### config.mk
export PLATFORM = sky130hd
export DESIGN_NAME = saeg_cfg
export DESIGN_NICKNAME = d
export VERILOG_FILES = /design/src/rtl/skewed_ar_envelope_generator_macros.svh /design/src/rtl/saeg_pkg.sv /design/src/rtl/saeg_cfg.sv
export SDC_FILE = /design/constraint.sdc
export NUM_CORES = 2
export LEC_CHECK = 0
export BUFFER_PORTS_ARGS = -buffer_cell sky130_fd_sc_hd__buf_2
export CAP_MARGIN = 20
export CORE_UTILIZATION = 40
export DETAILED_ROUTE_END_ITERATION = 7
export GPL_TIMING_DRIVEN = 0
export PLACE_DENSITY = 0.64
export RECOVER_POWER = 25
export SETUP_SLACK_MARGIN = 0.02
export SLEW_MARGIN = 20
export SYNTH_ARGS = -nofsm -noshare
export SYNTH_HDL_FRONTEND = slang
export SYNTH_SLANG_ARGS = --single-unit
### constraint.sdc
create_clock -name clk -period 6.85 [get_ports clk]
set_clock_uncertainty 0.05 [all_clocks]
set_input_delay 0 -clock clk [delete_from_list [all_inputs] [get_ports clk]]
set_output_delay 0 -clock clk [all_outputs]
set_load 0.05 [all_outputs]
### src/rtl/skewed_ar_envelope_generator_macros.svh
// Assertion macros for the envelope generator.
// Both macros assume a clock named clk and an active-low reset named arst_n.
`ifndef SKEWED_AR_ENVELOPE_GENERATOR_MACROS_SVH
`define SKEWED_AR_ENVELOPE_GENERATOR_MACROS_SVH
`ifndef SYNTHESIS
// same-cycle implication
`define SAEG_ASSERT_NOW(label, ante, cons, msg) \
	label: assert property (@(posedge clk) disable iff (!arst_n) (ante) |-> (cons)) \
		else $error(msg);
// next-cycle implication
`define SAEG_ASSERT_NEXT(label, ante, cons, msg) \
	label: assert property (@(posedge clk) disable iff (!arst_n) (ante) |=> (cons)) \
		else $error(msg);
`else
`define SAEG_ASSERT_NOW(label, ante, cons, msg)
`define SAEG_ASSERT_NEXT(label, ante, cons, msg)
`endif
`endif

### src/rtl/saeg_pkg.sv
`timescale 1ns / 1ps

package saeg_pkg;

	localparam int LEVEL_FRACTION_BITS_DEF = 16;

	localparam int RATE_W  = 27;
	localparam int SHAPE_W = 13;
	localparam int SKEW_W  = 30;  // floor(rate * shape / 2048)
	localparam int DAC_W   = 12;
	localparam int LED_W   = 7;
	localparam int CODE_W  = 2;

	localparam logic [DAC_W-1:0] DAC_FULL = 12'd3968;

	localparam logic [1:0] MODE_CYCLE = 2'd0;
	localparam logic [1:0] MODE_GATE  = 2'd1;

	typedef enum logic [1:0] {
		REG_RUN_MODE     = 2'd0,
		REG_ATTACK_RATE  = 2'd1,
		REG_RELEASE_RATE = 2'd2,
		REG_SHAPE_SKEW   = 2'd3
	} reg_idx_t;

	localparam logic [CODE_W-1:0] CODE_ATTACK  = 2'd0;
	localparam logic [CODE_W-1:0] CODE_SUSTAIN = 2'd1;
	localparam logic [CODE_W-1:0] CODE_RELEASE = 2'd2;
	localparam logic [CODE_W-1:0] CODE_END     = 2'd3;

	typedef enum logic [3:0] {
		STG_ATTACK  = 4'b0001,
		STG_SUSTAIN = 4'b0010,
		STG_RELEASE = 4'b0100,
		STG_END     = 4'b1000
	} stage_t;

	typedef struct packed {
		logic [1:0]               run_mode;
		logic [RATE_W-1:0]        attack_rate;
		logic [RATE_W-1:0]        release_rate;
		logic                     shape_pos;
		logic signed [SKEW_W-1:0] rise_scale;
		logic signed [SKEW_W-1:0] fall_scale;
	} cfg_t;

	function automatic logic [CODE_W-1:0] stage_code(input stage_t s);
		logic [CODE_W-1:0] c;
		unique case (s)
			STG_ATTACK:  c = CODE_ATTACK;
			STG_SUSTAIN: c = CODE_SUSTAIN;
			STG_RELEASE: c = CODE_RELEASE;
			default:     c = CODE_END;
		endcase
		return c;
	endfunction

endpackage

### src/rtl/saeg_cfg.sv
`timescale 1ns / 1ps

module saeg_cfg
	import saeg_pkg::*;
(
	input  logic              clk,
	input  logic              arst_n,
	input  logic              wr_en,
	input  reg_idx_t          wr_index,
	input  logic [RATE_W-1:0] wr_data,
	output cfg_t              cfg
);

	logic [1:0]                run_mode_q;
	logic [RATE_W-1:0]         attack_rate_q;
	logic [RATE_W-1:0]         release_rate_q;
	logic signed [SHAPE_W-1:0] shape_skew_q;
	logic signed [SKEW_W-1:0]  rise_scale_q;
	logic signed [SKEW_W-1:0]  fall_scale_q;

	logic signed [RATE_W+SHAPE_W:0] a_prod;
	logic signed [RATE_W+SHAPE_W:0] r_prod;

	always_ff @(posedge clk or negedge arst_n) begin
		if (!arst_n) begin
			run_mode_q     <= MODE_GATE;
			attack_rate_q  <= RATE_W'(1);
			release_rate_q <= RATE_W'(1);
			shape_skew_q   <= '0;
		end else if (wr_en) begin
			unique case (wr_index)
				REG_RUN_MODE:     run_mode_q     <= wr_data[1:0];
				REG_ATTACK_RATE:  attack_rate_q  <= wr_data;
				REG_RELEASE_RATE: release_rate_q <= wr_data;
				default:          shape_skew_q   <= $signed(wr_data[SHAPE_W-1:0]);
			endcase
		end
	end

	// skew scale per rate; floor of /2048 is the arithmetic drop of 11 bits
	assign a_prod = $signed({1'b0, attack_rate_q}) * shape_skew_q;
	assign r_prod = $signed({1'b0, release_rate_q}) * shape_skew_q;

	always_ff @(posedge clk or negedge arst_n) begin
		if (!arst_n) begin
			rise_scale_q <= '0;
			fall_scale_q <= '0;
		end else begin
			rise_scale_q <= a_prod[RATE_W+SHAPE_W:11];
			fall_scale_q <= r_prod[RATE_W+SHAPE_W:11];
		end
	end

	assign cfg.run_mode     = run_mode_q;
	assign cfg.attack_rate  = attack_rate_q;
	assign cfg.release_rate = release_rate_q;
	assign cfg.shape_pos    = (shape_skew_q > 0);
	assign cfg.rise_scale   = rise_scale_q;
	assign cfg.fall_scale   = fall_scale_q;

endmodule

* After elaboration in Yosys (flattened, before gate mapping)
Cells that the tools add are included.
** Operators by class
- $add $sub $neg :: 0
- Multiply operators :: 2
- Divide/modulo/power cells :: 0
- Magnitude comparators :: 1
- Equal/unequal tests :: 2
- Shift-type cells :: 0
- Multiplexer cells :: 0
- Bitwise logic cells :: 1
- Reduce and logical (&&, ||, !) cells :: 6
** Operator list (count)
- $mul A28 B13 Y41 :: 2
- $gt A13 B1 Y1 const B :: 1
- $reduce_and A2 Y1 :: 4
- $reduce_or A3 Y1 :: 1
- $eq A2 B1 Y1 const B :: 1
- $eq A2 B2 Y1 const B :: 1
- $logic_not A2 Y1 :: 1
- $not A1 Y1 :: 1
** Storage, ports and cells
- Register bits :: 129
- Bits in latches :: 0
- Bits in writable memories :: 0
- Memory bits (read-only) :: 0
- Word-level logic and storage cells :: 18
- Memories :: 0

* Depth between registers and ports, before layout
- Depth after elaboration :: 4
- Mapped depth :: 25
- Mapped depth without buffers :: 23

* Worst setup path before layout
Ideal clock, no wire load.
- Path type :: reg-to-reg
- From :: register attack_rate_q[5]
- To :: register rise_scale_q[28]
- Arrival :: 6.158 ns
- Path slack :: 0.520 ns
- Stages on the path, launching flop included :: 24
- Path buffers :: 1
- Clock period less this slack :: 6.330 ns
- Cell sequence :: dfrtp_1 > clkbuf_1 > and2_1 > fa_1 > inv_1 > fa_1 > inv_1 > fa_1 > inv_1 > fa_1 > inv_1 > fa_1 > ha_1 > ha_1 > nand4_1 > or3_1 > a311oi_2 > o2111ai_1 > a21oi_2 > a21oi_2 > o41ai_4 > a21o_1 > a21oi_1 > xnor2_1
** Between the ends
- Longest elaborated chain between the ends :: 1
** RTL lines
- from (decl) :: line saeg_cfg.sv:15 : logic [RATE_W-1:0] attack_rate_q;
- from (signal assigned) :: line saeg_cfg.sv:33 : REG_ATTACK_RATE: attack_rate_q <= wr_data;
- $mul A28 B13 Y41 :: line saeg_cfg.sv:41 : assign a_prod = $signed({1'b0, attack_rate_q}) * shape_skew_q;
- named net a_prod[39] :: line saeg_cfg.sv:21 : logic signed [RATE_W+SHAPE_W:0] a_prod;
- to (signal assigned) :: line saeg_cfg.sv:49 : rise_scale_q <= a_prod[RATE_W+SHAPE_W:11];
- to (decl) :: line saeg_cfg.sv:18 : logic signed [SKEW_W-1:0] rise_scale_q;
The timed path passes the listed nets, and every way through them passes these cells.
A chain may end at the register's enable or synchronous reset.

* Worst setup path after layout
- From :: register release_rate_q[14]
- To :: register fall_scale_q[25]
** Between the ends
- Longest elaborated chain between the ends :: 1
** RTL lines
- from (decl) :: line saeg_cfg.sv:16 : logic [RATE_W-1:0] release_rate_q;
- from (signal assigned) :: line saeg_cfg.sv:34 : REG_RELEASE_RATE: release_rate_q <= wr_data;
- $mul A28 B13 Y41 :: line saeg_cfg.sv:42 : assign r_prod = $signed({1'b0, release_rate_q}) * shape_skew_q;
- named net r_prod[36] :: line saeg_cfg.sv:22 : logic signed [RATE_W+SHAPE_W:0] r_prod;
- to (signal assigned) :: line saeg_cfg.sv:50 : fall_scale_q <= r_prod[RATE_W+SHAPE_W:11];
- to (decl) :: line saeg_cfg.sv:19 : logic signed [SKEW_W-1:0] fall_scale_q;
The timed path passes the listed nets, and every way through them passes these cells.

==> results.md <==
* Status: finished, violations left
* Failing checks: max-capacitance violations, max-slew violations
* Distinct cell type count after synthesis at 51
* Setup CP Type: reg -> reg
* Pre-Repair DR Iteration Count at 6
* Post-DR vias/cell at 5.079
* Most common cell after layout, fill and taps aside: fa_1
* Fin crit period at 6.575 ns
* RSZ-0062 raised after global routing: no
* Worst slew pin tran at 2.106 ns
* Place WS at -1.334 ns
* Setup_tns at 0 ns
* H-tree depth at 4
* CP startpoint kind: flip-flop
* Max FO, Critical Path at 10
* GRT Util Overall at 0.2346
* Vias in the first global route at 19900
* Setup violations, final at 0
* Sequential share of the synthesized area at 0.1265
* Max Clk Rate at 152.1 MHz
* Final non-filler cell total at 3659
* Clk root buf: clkbuf_16
* Drt initial violations at between 1000 and 1500
* Synthesized Nets at 3406
* Clock buffer count from CTS at 17
* Setup ws final at 0.2752 ns
* Largest net degree at the start of global routing at 94
* Rel. slew slack at -0.4043
* Initial antenna violation count at 3
* Mapped Area at 25550 um^2
* # rows at 92
* Syn avg cell area at a little under 10 um^2
* Synth Flop Type: dfrtp_1
* Post-Synthesis Cells at 2586
* CTS Sinks at 129
* Clk slew on worst S/H paths at 0.07 ns
* Dpl cells at 3581
* Hold crit path type: in -> reg
* Hpwl dp at 58.23 mm
* Skew-Pair Late Insertion Delay at ~0.50 ns
* DRC Markers at 0
* I/O Buffers at 148
* Fin crit share at 0.9598
* Async SR Flop Fraction at 1.000
* Max-Cap Viols at 1
* Die width at 254.8 um
* Deepest clock path buffer count at 2
* Total grt overflow at 0
* CORE AREA at 63080 um^2
* Critical Path AT at 6.90 ns
* Critical Path RT at just over 7 ns
* Antenna viol nets, final at 0
* Final slew viol count at 37
* WL final at 72.00 mm
* Drt wl/cell at 19.68 um
* Post-synth EDFFs at 0
* Yosys reg bits at 129
* Routability congestion estimate at a little over 0.9
* Die area at 64900 um^2
* Area Overhead vs Synth at 12.28%
* Die height at 254.8 um
* First-pass GRT wire length at 112.8 mm
* Commonest cells after routing, fill and taps aside: 547 x fa_1, 482 x inv_1, 415 x nand2_1
* IO Count at 149
* Final Hold Fails at 0
* Via count at 18590
* Yosys warns at 0
* Final #Nets at 3619
* Setup crit end kind: flip-flop
* CTS tree: yes
* Initial core utilization at 0.4051
* Share of post-route cells with drive strength above 1 at 0.1113
* R2R Setup Slk at between 0.2 and 0.3 ns
[kinds of logic (layout without fill, tap and decap cells)]
group                    count (synthesis)  after routing  synth area share
multiplexers                            70             70           0.03080
buffers and inverters                  621            847           0.09142
adder cells (fa/ha/maj)                788            788            0.5468
AO/OA/AOI/OAI                          129            129           0.03359
XOR/XNOR                                61             61           0.02091
flip-flops                             129            129            0.1265
AND/OR/NAND/NOR                        788            788            0.1500
other                                    0              1                 0
[final cells by class]
cell class	count	area, um^2
buffer	137	666.9
clock inverter	13	148.9
antenna	1	2.502
inverter	482	1809
timing repair buffer	196	1164
multi-input combinational	1836	20160
fill	6211	34390
clock buffer	19	442.9
tap	846	1059
sequential	129	3238
[state kept, by name, indices dropped and copies added, names as in the netlist]
| register | count |
|---|---|
| shape_skew_q | 13 |
| fall_scale_q | 30 |
| release_rate_q | 27 |
| rise_scale_q | 30 |
| run_mode_q | 2 |
| attack_rate_q | 27 |
[timing repair]
| action | 4_1_cts | 5_1_grt |
|---|---|---|
| gates cloned | 0 | 1 |
| endpoints found under the hold margin | 195 | 0 |
| hold buffers | 34 | 0 |
| pin swaps | 3 | 12 |
| gates resized for setup | 67 | 88 |
| endpoints found under the setup margin | 45 | 25 |
| setup buffers | 5 | 7 |
[synth_stat cells, drive strengths merged (2+ instances only)]
| master | count | share of area |
|---|---|---|
| nor3 | 5 | 0.00098 |
| a21oi | 47 | 0.0095 |
| fa | 548 | 0.43 |
| o21a | 7 | 0.0021 |
| nand3 | 10 | 0.0020 |
| a21o | 34 | 0.010 |
| ha | 240 | 0.12 |
| o211ai | 2 | 0.00059 |
| a211oi | 4 | 0.0012 |
| nand4 | 12 | 0.0029 |
| or3 | 3 | 0.00073 |
| or2 | 2 | 0.00049 |
| buf | 9 | 0.0015 |
| clkbuf | 130 | 0.019 |
| and4 | 2 | 0.00069 |
| mux2 | 69 | 0.030 |
| o21bai | 3 | 0.00088 |
| xnor2 | 35 | 0.012 |
| nand2 | 415 | 0.061 |
| nor2 | 20 | 0.0029 |
| inv | 482 | 0.071 |
| o31ai | 2 | 0.00059 |
| nand3b | 2 | 0.00059 |
| dfrtp | 126 | 0.12 |
| o21ai | 16 | 0.0033 |
| nand2b | 22 | 0.0054 |
| and2 | 247 | 0.060 |
| a31oi | 2 | 0.00049 |
| dfstp | 3 | 0.0031 |
| a31o | 2 | 0.00069 |
| nor4 | 3 | 0.00073 |
| xor2 | 26 | 0.0089 |
| nor2b | 40 | 0.0098 |
| and3 | 3 | 0.00073 |
[layer usage]
metal | vias up | track usage | wire (um)
met1 | 9542 | 0.2970 | 28370
li1 | 8165 | - | -
met3 | 129 | 0.07900 | 7742
met2 | 745 | 0.3764 | 33850
met4 | 4 | 0.07562 | 1923
met5 | - | 0 | 115
[critical path: stages (launching register included)]
cell,delay (ns)
dfrtp_1,0.59
clkbuf_1,0.52
nand2_1,0.17
fa_1,0.57
fa_1,0.43
fa_1,0.48
fa_1,0.50
inv_1,0.05
fa_1,0.47
ha_1,0.29
ha_1,0.36
a21o_1,0.18
a21o_1,0.16
a21o_1,0.19
a21o_1,0.18
a221oi_4,0.34
o21ai_0,0.19
a21oi_2,0.13
buf_4,0.16
o211ai_1,0.11
buf_4,0.16
xor2_1,0.14
[through the flow]
step	util	hold slack, ns	cell area (um^2)
final	0.4548	0.2413	28690
after global routing	0.4548	0.2528	28690
after CTS	0.4521	0.2102	28520
after detailed placement	0.4342	-0.1411	27390
after global placement	0.4336	0.2007	27350
after floorplan	-	-0.3456	25550
[worst paths after layout]
check,from,end,cells after the start
hold reg to reg,run_mode_q[1],run_mode_q[1],1
max in group asynchronous,arst_n,rise_scale_q[2],4
setup / recovery,release_rate_q[14],fall_scale_q[25],21
min in group asynchronous,arst_n,attack_rate_q[20],4
hold / removal,wr_data[20],attack_rate_q[20],3
setup reg to reg,release_rate_q[14],fall_scale_q[25],21
Power is not shown: default switching activity piles up to over one toggle a cycle in this logic, so the estimate is an artifact.
