File: src/rtl/skewed_ar_envelope_generator_macros.svh
// Assertion macros for the envelope generator.
// Both macros assume a clock named clk and an active-low reset named arst_n.
`ifndef SKEWED_AR_ENVELOPE_GENERATOR_MACROS_SVH
`define SKEWED_AR_ENVELOPE_GENERATOR_MACROS_SVH
`ifndef SYNTHESIS
// same-cycle implication
`define SAEG_ASSERT_NOW(label, ante, cons, msg) \
	label: assert property (@(posedge clk) disable iff (!arst_n) (ante) |-> (cons)) \
		else $error(msg);
// next-cycle implication
`define SAEG_ASSERT_NEXT(label, ante, cons, msg) \
	label: assert property (@(posedge clk) disable iff (!arst_n) (ante) |=> (cons)) \
		else $error(msg);
`else
`define SAEG_ASSERT_NOW(label, ante, cons, msg)
`define SAEG_ASSERT_NEXT(label, ante, cons, msg)
`endif
`endif

File: src/rtl/saeg_pkg.sv
`timescale 1ns / 1ps

package saeg_pkg;

	localparam int LEVEL_FRACTION_BITS_DEF = 16;

	localparam int RATE_W  = 27;
	localparam int SHAPE_W = 13;
	localparam int SKEW_W  = 30;  // floor(rate * shape / 2048)
	localparam int DAC_W   = 12;
	localparam int LED_W   = 7;
	localparam int CODE_W  = 2;

	localparam logic [DAC_W-1:0] DAC_FULL = 12'd3968;

	localparam logic [1:0] MODE_CYCLE = 2'd0;
	localparam logic [1:0] MODE_GATE  = 2'd1;

	typedef enum logic [1:0] {
		REG_RUN_MODE     = 2'd0,
		REG_ATTACK_RATE  = 2'd1,
		REG_RELEASE_RATE = 2'd2,
		REG_SHAPE_SKEW   = 2'd3
	} reg_idx_t;

	localparam logic [CODE_W-1:0] CODE_ATTACK  = 2'd0;
	localparam logic [CODE_W-1:0] CODE_SUSTAIN = 2'd1;
	localparam logic [CODE_W-1:0] CODE_RELEASE = 2'd2;
	localparam logic [CODE_W-1:0] CODE_END     = 2'd3;

	typedef enum logic [3:0] {
		STG_ATTACK  = 4'b0001,
		STG_SUSTAIN = 4'b0010,
		STG_RELEASE = 4'b0100,
		STG_END     = 4'b1000
	} stage_t;

	typedef struct packed {
		logic [1:0]               run_mode;
		logic [RATE_W-1:0]        attack_rate;
		logic [RATE_W-1:0]        release_rate;
		logic                     shape_pos;
		logic signed [SKEW_W-1:0] rise_scale;
		logic signed [SKEW_W-1:0] fall_scale;
	} cfg_t;

	function automatic logic [CODE_W-1:0] stage_code(input stage_t s);
		logic [CODE_W-1:0] c;
		unique case (s)
			STG_ATTACK:  c = CODE_ATTACK;
			STG_SUSTAIN: c = CODE_SUSTAIN;
			STG_RELEASE: c = CODE_RELEASE;
			default:     c = CODE_END;
		endcase
		return c;
	endfunction

endpackage

File: src/rtl/saeg_core.sv
`timescale 1ns / 1ps

module saeg_core
	import saeg_pkg::*;
#(
	parameter int LEVEL_FRACTION_BITS = LEVEL_FRACTION_BITS_DEF
)(
	input  logic              clk,
	input  logic              arst_n,
	input  logic              step_en,
	input  logic              op,
	input  logic              gate_low,
	input  cfg_t              cfg,
	output logic [DAC_W-1:0]  dac_value,
	output logic [LED_W-1:0]  led_value,
	output logic [CODE_W-1:0] stage_now
);

	localparam int F  = LEVEL_FRACTION_BITS;
	localparam int LW = F + 12;          // level, unsigned
	localparam int PW = F + 12;          // phase, signed
	localparam int XW = F + 33;          // working width
	localparam int S  = F + 10;          // phase term shift
	localparam int QW = PW + SKEW_W;     // product width
	localparam int TW = QW - S;          // skew term width

	localparam logic signed [XW-1:0] MAXL = $signed(XW'(DAC_FULL) << F);
	localparam logic signed [XW-1:0] MIDL = MAXL >>> 1;

	logic [LW-1:0]        level_q;
	logic signed [PW-1:0] lin_q;
	stage_t               stage_q;

	logic signed [SKEW_W-1:0] skew_sel;
	logic signed [QW-1:0]     prod;
	logic signed [XW-1:0]     term, lin_x, lev_x, ar_x, rr_x;
	logic signed [XW-1:0]     step_a, step_r, lev_up, lev_dn, lin_up, lin_dn;
	logic signed [XW-1:0]     comp_up, comp_cur;
	logic signed [XW-1:0]     lin_n, lev_n;
	stage_t                   stage_n;

	function automatic logic signed [XW-1:0] comp_phase(
		input logic signed [XW-1:0] lin,
		input logic signed [XW-1:0] lev,
		input logic                 pos
	);
		logic signed [XW-1:0] d, t, c, r;
		d = lin + MIDL - lev;
		t = (d <<< 2) + d;
		// halve toward zero
		c = t + {{(XW-1){1'b0}}, t[XW-1]};
		c = c >>> 1;
		r = pos ? lin + c : lin - c;
		if (r < -MIDL) begin
			r = -MIDL;
		end else if (r > MIDL) begin
			r = MIDL;
		end
		return r;
	endfunction

	function automatic logic signed [XW-1:0] clamp_level(input logic signed [XW-1:0] v);
		logic signed [XW-1:0] r;
		r = v;
		if (v < 0) begin
			r = '0;
		end else if (v > MAXL) begin
			r = MAXL;
		end
		return r;
	endfunction

	assign skew_sel = (stage_q == STG_RELEASE) ? cfg.fall_scale : cfg.rise_scale;
	assign prod     = lin_q * skew_sel;
	assign term     = $signed({{(XW-TW){prod[QW-1]}}, prod[QW-1:S]});

	assign lin_x = $signed({{(XW-PW){lin_q[PW-1]}}, lin_q});
	assign lev_x = $signed({{(XW-LW){1'b0}}, level_q});
	assign ar_x  = $signed({{(XW-RATE_W){1'b0}}, cfg.attack_rate});
	assign rr_x  = $signed({{(XW-RATE_W){1'b0}}, cfg.release_rate});

	assign step_a = ar_x + term;
	assign step_r = rr_x - term;
	assign lev_up = (step_a > 0) ? lev_x + step_a : lev_x;
	assign lev_dn = (step_r > 0) ? lev_x - step_r : lev_x;
	assign lin_up = lin_x + ar_x;
	assign lin_dn = lin_x - rr_x;

	// compensation uses the level before saturation
	assign comp_up  = comp_phase(lin_up, lev_up, cfg.shape_pos);
	assign comp_cur = comp_phase(lin_x, lev_x, cfg.shape_pos);

	always_comb begin
		lin_n   = lin_x;
		lev_n   = lev_x;
		stage_n = stage_q;
		if (op) begin
			if (stage_q == STG_RELEASE) begin
				lin_n = comp_cur;
			end
			stage_n = STG_ATTACK;
		end else begin
			unique case (stage_q)
				STG_ATTACK: begin
					lev_n = clamp_level(lev_up);
					if (lin_up >= MIDL) begin
						lin_n   = MIDL;
						stage_n = STG_SUSTAIN;
					end else if (cfg.run_mode == MODE_GATE && gate_low) begin
						lin_n   = comp_up;
						stage_n = STG_RELEASE;
					end else begin
						lin_n = lin_up;
					end
				end
				STG_SUSTAIN: begin
					if (cfg.run_mode != MODE_GATE || gate_low) begin
						stage_n = STG_RELEASE;
					end
				end
				STG_RELEASE: begin
					if (lin_dn <= -MIDL) begin
						lin_n   = -MIDL;
						lev_n   = '0;
						stage_n = STG_END;
					end else begin
						lin_n = lin_dn;
						lev_n = clamp_level(lev_dn);
					end
				end
				default: begin
					if (cfg.run_mode == MODE_CYCLE) begin
						stage_n = STG_ATTACK;
					end
				end
			endcase
		end
	end

	always_ff @(posedge clk or negedge arst_n) begin
		if (!arst_n) begin
			level_q <= '0;
			lin_q   <= PW'(-MIDL);
			stage_q <= STG_END;
		end else if (step_en) begin
			level_q <= lev_n[LW-1:0];
			lin_q   <= lin_n[PW-1:0];
			stage_q <= stage_n;
		end
	end

	assign dac_value = level_q[F+11:F];
	assign led_value = level_q[F+11:F+5];
	assign stage_now = stage_code(stage_q);

endmodule

File: config.mk
export PLATFORM = sky130hd
export DESIGN_NAME = saeg_core
export DESIGN_NICKNAME = d
export VERILOG_FILES = /design/src/rtl/skewed_ar_envelope_generator_macros.svh /design/src/rtl/saeg_pkg.sv /design/src/rtl/saeg_core.sv
export SDC_FILE = /design/constraint.sdc
export NUM_CORES = 2
export LEC_CHECK = 0
export BUFFER_PORTS_ARGS = -buffer_cell sky130_fd_sc_hd__buf_2
export CAP_MARGIN = 10
export CORE_MARGIN = 2
export CORE_UTILIZATION = 40
export DETAILED_ROUTE_END_ITERATION = 6
export GPL_TIMING_DRIVEN = 0
export SKIP_CTS_REPAIR_TIMING = 1
export SYNTH_ARGS = -nofsm -noshare
export SYNTH_HDL_FRONTEND = slang
export SYNTH_SLANG_ARGS = --single-unit
File: constraint.sdc
create_clock -name clk -period 69 [get_ports clk]
set_input_delay 3.45 -clock clk [delete_from_list [all_inputs] [get_ports clk]]
set_output_delay 3.45 -clock clk [all_outputs]
set_load 0.05 [all_outputs]
Word-level counts from Yosys, hierarchy flattened
Index checks and enable logic that the tools add are counted.
- register bits after elaboration: 60
- output and inout bits: 21
- add/subtract/negate cells: 18
- multiply operators: 1
- multiplexer cells: 29
- equal/unequal tests: 9
- reduce and logical (&&, ||, !) cells: 8
- bitwise operators: 1
- order comparisons: 12
- operators with widths (operator ; number):
    $mux W28 ; 14
    $mux W49 ; 4
    $pmux W28 S2 ; 2
    $gt A49 B28 Y1 const B ; 2
    $gt A49 B29 Y1 const B ; 2
    $lt A49 B1 Y1 const B ; 2
    $lt A49 B28 Y1 const B ; 2
    $gt A33 B1 Y1 const B ; 2
    $mul A28 B30 Y58 ; 1
    $add A29 B48 Y49 ; 1
    $add A49 B1 Y49 ; 1
    $add A49 B49 Y49 ; 1
    $sub A29 B48 Y49 ; 1
    $sub A30 B49 Y49 ; 1
    $add A28 B33 Y34 ; 1
    $add A29 B33 Y34 ; 1
    $add A33 B2 Y34 ; 1
    $sub A28 B33 Y34 ; 1
    $sub A29 B33 Y34 ; 1
    $add A28 B32 Y33 ; 1
    $add A32 B30 Y33 ; 1
    $sub A28 B32 Y33 ; 1
    $add A29 B28 Y30 const B ; 1
    $mux W30 ; 1
    25 further kinds ; 32

Depth between registers and ports, before layout
- depth in word-level cells: 18
- mapped depth: 129

Worst setup path before layout
No wires, ideal clock.
- path type: input-to-reg
- from: input port cfg[35] (netlist name)
- to: register lin_q[10]
- stages on the path: 118
- arrival time: 26867 ps
- data required time: 68918 ps
- library setup time: 82 ps
- path slack: 42051 ps
- buffers on the path: 5
- cells stage by stage: nand2_1 -> nand2_1 -> and2_1 -> fa_1 -> fa_1 -> inv_1 -> fa_1 -> fa_1 -> inv_1 -> ha_1 -> ha_1 -> inv_1 -> fa_1 -> inv_1 -> ha_1 -> ha_1 -> nand4_1 -> or2_2 -> [82 not listed] -> ha_1 -> clkbuf_1 -> a21oi_1 -> nor2b_1 -> o21ai_0 -> o31ai_1 -> nor4b_1 -> a21oi_1 -> and3_1 -> o31a_1 -> nor3_1 -> nand4_1 -> or3_1 -> or4b_1 -> or4_1 -> mux2i_2 -> or4b_1 -> a31oi_1
- cells in the longest elaborated chain, start to end: 17
- elaborated cells between the ends (all ways): 20
- classes of those cells: 7 x add/sub; 1 x mul; 3 x order compare; 9 x mux
- ends and longest elaborated chain (item ; line ; source):
    from (decl) ; saeg_core.sv:13 ; input cfg_t cfg,
    $mux W30 (*) ; saeg_core.sv:73 ; assign skew_sel = (stage_q == STG_RELEASE) ? cfg.fall_scale : cfg.rise_scale;
    $mul A28 B30 Y58 (*) ; saeg_core.sv:74 ; assign prod = lin_q * skew_sel;
    $add A28 B32 Y33 (*) ; saeg_core.sv:82 ; assign step_a = ar_x + term;
    $add A29 B33 Y34 or $gt A33 B1 Y1 (tied branches) ; saeg_core.sv:84 ; assign lev_up = (step_a > 0) ? lev_x + step_a : lev_x;
    $mux W49 (*) ; saeg_core.sv:84 ;
    $sub A30 B49 Y49 (*) ; saeg_core.sv:48 ; d = lin + MIDL - lev;
    $add A49 B49 Y49 (*) ; saeg_core.sv:49 ; t = (d <<< 2) + d;
    $add A49 B1 Y49 (*) ; saeg_core.sv:51 ; c = t + {{(XW-1){1'b0}}, t[XW-1]};
    $sub A29 B48 Y49 or $add A29 B48 Y49 (tied branches) ; saeg_core.sv:53 ; r = pos ? lin + c : lin - c;
    $mux W49 (*) ; saeg_core.sv:53 ;
    $gt A49 B28 Y1 ; saeg_core.sv:56 ; end else if (r > MIDL) begin
    $mux W28 ; saeg_core.sv:56 ;
    $mux W28 (*) ; saeg_core.sv:54 ; if (r < -MIDL) begin
    $mux W28 (*) ; saeg_core.sv:109 ; end else if (cfg.run_mode == MODE_GATE && gate_low) begin
    $mux W28 (*) ; saeg_core.sv:106 ; if (lin_up >= MIDL) begin
    $pmux W28 S2 (*) ; saeg_core.sv:103 ; unique case (stage_q)
    $mux W28 (*) ; saeg_core.sv:97 ; if (op) begin
    to (signal assigned) ; saeg_core.sv:143 ; lin_q <= PW'(-MIDL);
    to (signal assigned) ; saeg_core.sv:147 ; lin_q <= lin_n[PW-1:0];
    to (decl) ; saeg_core.sv:31 ; logic signed [PW-1:0] lin_q;
Mark *: on every way between the ends. The rest lies on a longest branch, timed or not.
A chain may end at the register's enable or synchronous reset.

Final worst setup path
- from: register stage_q[0]
- to: register lin_q[11]
- cells in the longest elaborated chain, start to end: 18
- elaborated cells between the ends (all ways): 25
- classes of those cells: 7 x add/sub; 1 x mul; 3 x order compare; 3 x eq/ne; 9 x mux; 2 x reduce/logical
- ends and longest elaborated chain (item ; line ; source):
    from (decl) ; saeg_core.sv:32 ; stage_t stage_q;
    from (signal assigned) ; saeg_core.sv:148 ; stage_q <= stage_n;
    $eq A4 B3 Y1 ; saeg_core.sv:73, saeg_core.sv:98, saeg_core.sv:103 ;
    $mux W30 ; saeg_core.sv:73 ;
    $mul A28 B30 Y58 ; saeg_core.sv:74 ;
    $add A28 B32 Y33 ; saeg_core.sv:82 ;
    $add A29 B33 Y34 or $gt A33 B1 Y1 (tied branches) ; saeg_core.sv:84 ;
    $mux W49 ; saeg_core.sv:84 ;
    $sub A30 B49 Y49 ; saeg_core.sv:48 ;
    $add A49 B49 Y49 ; saeg_core.sv:49 ;
    [2 not listed] ; n/a ;
    $mux W49 ; saeg_core.sv:53 ;
    $gt A49 B28 Y1 ; saeg_core.sv:56 ;
    $mux W28 ; saeg_core.sv:56 ;
    $mux W28 ; saeg_core.sv:54 ;
    $mux W28 ; saeg_core.sv:109 ;
    $mux W28 ; saeg_core.sv:106 ;
    $pmux W28 S2 ; saeg_core.sv:103 ;
    $mux W28 ; saeg_core.sv:97 ;
Several ways; a longest one is shown, not always the timed one.

==> reports/results.tsv <==
stage	metric	value	unit
cells_and_area	Layout area overhead	6.17	%
clock_tree	Bufs on Longest Clock Path	2	
detailed_routing	vias	53700	
synthesis	synthesized instance count	7226	
cells_and_area	Design Area, Final	61800	um2
grt	largest net degree at the start of global routing	61	
clock_tree	TritonCTS Buffers	9	
detailed_routing	Via density	5.77	
critical_path	CP endpoint kind	flop	
placement	Post-DP HPWL	189000	um
synthesis	synth warn	0	
detailed_routing	Antenna Nets Post-Route	0	
grt	initial antenna violation count	17	
die	DIE WIDTH	385	um
grt	vias in the first global route	52200	
critical_path	slowest cell on the critical path	mux2i_1	
timing	Final period util	51.1	%
detailed_routing	routed len/inst	23.7	um
critical_path	R2R cell count	122	
synthesis	syn_area_per_cell	8.05	um2
synthesis	Post-synth top flop	dfrtp_1	
critical_path	reg-to-reg setup timing slack	33.77	ns
timing	RSZ-0062 raised after global routing	false	
run	Max-Cap Viols	0	
placement	DP Worst Slack	34.60	ns
detailed_routing	drt pass-1 iters	5	
critical_path	CP Launch Type	flop	
clock_tree	Root Buffer	clkbuf_16	
synthesis	Post-synth EDFFs	0	
timing	post-route setup TNS	0	ns
synthesis	Synth area leaders	fa_1 (30%), ha_1 (14%), inv_1 (6.6%)	
clock_tree	clk slew on worst S/H paths	0.06	ns
synthesis	Synth cell types	120	
cells_and_area	commonest non-fill, non-tap cells in the layout	inv_1 (1017), fa_1 (886), nand2_1 (824), ha_1 (633), nor2_1 (472)	
timing	clock skew	0.0133	ns
grt	GRT overflow	0	
die	Die ar.	148000	um2
critical_path	Worst Setup SP	stage_q[0]$_DFFE_PN0P_	
synthesis	area share of the largest cell type after synthesis	30.5	%
grt	first-pass GRT wire length	330000	um
critical_path	Worst setup endpoint	lin_q[11]$_DFFE_PN0P_	
run_status	outcome	completed	
clock_tree	Clock Latency Late Sink	0.37	ns
timing	Max-slew headroom	8.70	%
critical_path	CP arrival	35.52	ns
timing	final hold viol count	0	
timing	fmax	28.4	MHz
cells_and_area	commonest non-fill, non-tap cell in the layout	inv_1	
clock_tree	Max H-tree Level	3	
synthesis	Synth Register Bits	60	
clock_tree	CTS tree	yes	
die	I/O pin total	143	
cells_and_area	share of cells above drive strength 1	4.44	%
critical_path	Critical Path RT	69.28	ns
critical_path	cell mode on critical path	o21ai_0	
critical_path	worst r2r dst	lin_q[11]$_DFFE_PN0P_	
die	Starting Density	40.4	%
synthesis	post-synth top area cell	fa_1	
detailed_routing	1st-iter DRT viols	5094	
clock_tree	Clock Sinks	60	
die	row count	139	
synthesis	synthesized area	58200	um2
critical_path	crit path kind	reg -> reg	
timing	setup violators final	0	
critical_path	slowest stage delay, CP	1.09	ns
timing	Max Transition Viols Final	0	
min_path	Hold Path Class	reg -> reg	
timing	min Tclk post-route	35.23	ns
placement	PortBufs	140	
cells_and_area	layout filler cell count	14700	
grt	gr usage total	29.6	%
critical_path	Max FO, Critical Path	10	
placement	placed cell areas	61400	um2
detailed_routing	Post-route DRC	0	
critical_path	launch point of the worst reg-to-reg path	stage_q[0]$_DFFE_PN0P_	
die	core footprint	144000	um2
synthesis	sequential cell area fraction in the yosys report	2.59	%
synthesis	async set-reset flop share out of synthesis	100	%
detailed_routing	Routed WL	221000	um
cells_and_area	# nets final	9028	
die	Chip Height	385	um
timing	Slew @ Worst Pin	1.37	ns
placement	GPL Wtd Cong	0.996	
timing	post-route worst setup slack	33.77	ns
## routing by layer
| metal | GRT usage [%] | vias up | share of wire [%] |
|---|---|---|---|
| met1 | 42.9 | 26500 | 44 |
| met3 | 5.64 | 361 | 9.8 |
| met2 | 43.8 | 2375 | 42 |
| met4 | 10.4 | 2 | 4.2 |
| li1 | - | 24400 | - |
| met5 | 0 | - | 0.0068 |
## critical path, delay by kind of cell (launching register included)
kind	cells	cell delay, ns
adder cells (fa/ha/maj)	17	5.84
buffers and inverters	16	4.43
flip-flops	1	0.37
AO/OA/AOI/OAI	53	13.77
XOR/XNOR	6	2.06
AND/OR/NAND/NOR	28	7.21
multiplexers	2	1.40
## cell families (layout without fill, tap and decap cells)
logic type,Yosys count,after routing,synth area share (%)
xor+xnor,504,504,7.68
compound gates,1427,1427,16.3
fa+ha+maj,1519,1519,44.1
buf+inv,1274,1439,8.41
simple gates,2404,2404,20.3
flops,60,60,2.59
other cells,2,15,0.0129
mux,36,36,0.643
## cell type report
| class | count | area, um2 | area share [%] |
|---|---|---|---|
| Antenna cell | 12 | 30.0 | 0.0486 |
| Buffer | 253 | 1060 | 1.71 |
| Clock buffer | 9 | 225 | 0.365 |
| Clock inverter | 7 | 76.3 | 0.124 |
| Inverter | 1021 | 3830 | 6.21 |
| Multi-Input combinational cell | 5893 | 51800 | 83.9 |
| Sequential cell | 60 | 1510 | 2.44 |
| Tap cell | 1903 | 2380 | 3.86 |
| Timing Repair Buffer | 149 | 823 | 1.33 |
## synth_stat cells, types with 80 or more instances
| library cell | number |
|---|---|
| xnor2_1 | 337 |
| a21oi_1 | 401 |
| o21ai_0 | 239 |
| nand2_1 | 824 |
| fa_1 | 886 |
| clkbuf_1 | 210 |
| nand2b_1 | 80 |
| nor3_1 | 110 |
| nor2_1 | 472 |
| and2_1 | 335 |
| a31oi_1 | 96 |
| o21a_1 | 86 |
| a21o_1 | 148 |
| ha_1 | 633 |
| nand3_1 | 144 |
| inv_1 | 1017 |
| xor2_1 | 162 |
## worst min-delay path by stage
stage                        endpoint  slack (ns)  depth (start not counted)                   start
2_1_floorplan  level_q[0]$_DFFE_PN0P_        0.53                          2  level_q[0]$_DFFE_PN0P_
3_3_place_gp   level_q[5]$_DFFE_PN0P_        0.62                          2  level_q[5]$_DFFE_PN0P_
3_5_place_dp   level_q[5]$_DFFE_PN0P_        0.62                          2  level_q[5]$_DFFE_PN0P_
4_1_cts        level_q[5]$_DFFE_PN0P_        0.63                          2  level_q[5]$_DFFE_PN0P_
5_1_grt        stage_q[0]$_DFFE_PN0P_        0.65                          2  stage_q[3]$_DFFE_PN1P_
6_report       level_q[5]$_DFFE_PN0P_        0.65                          2  level_q[5]$_DFFE_PN0P_
## per-stage QoR
| step | std cells | hold WS, ns | util [%] |
|---|---|---|---|
| finish | 9307 | 0.645 | 42.9 |
| global route | 9296 | 0.654 | 42.9 |
| floorplan | 7227 | 0.526 | - |
| CTS | 9294 | 0.634 | 42.8 |
| global placement | 9270 | 0.617 | 42.5 |
| detailed placement | 9278 | 0.621 | 42.6 |
## flip-flops by register name, indices dropped and copies added, names as in the netlist
| register | count |
|---|---|
| stage_q | 4 |
| lin_q | 28 |
| level_q | 28 |
Power is left out: the tool's default activity adds up to more than one toggle a clock period on the data nets, which glitch-free logic cannot reach.
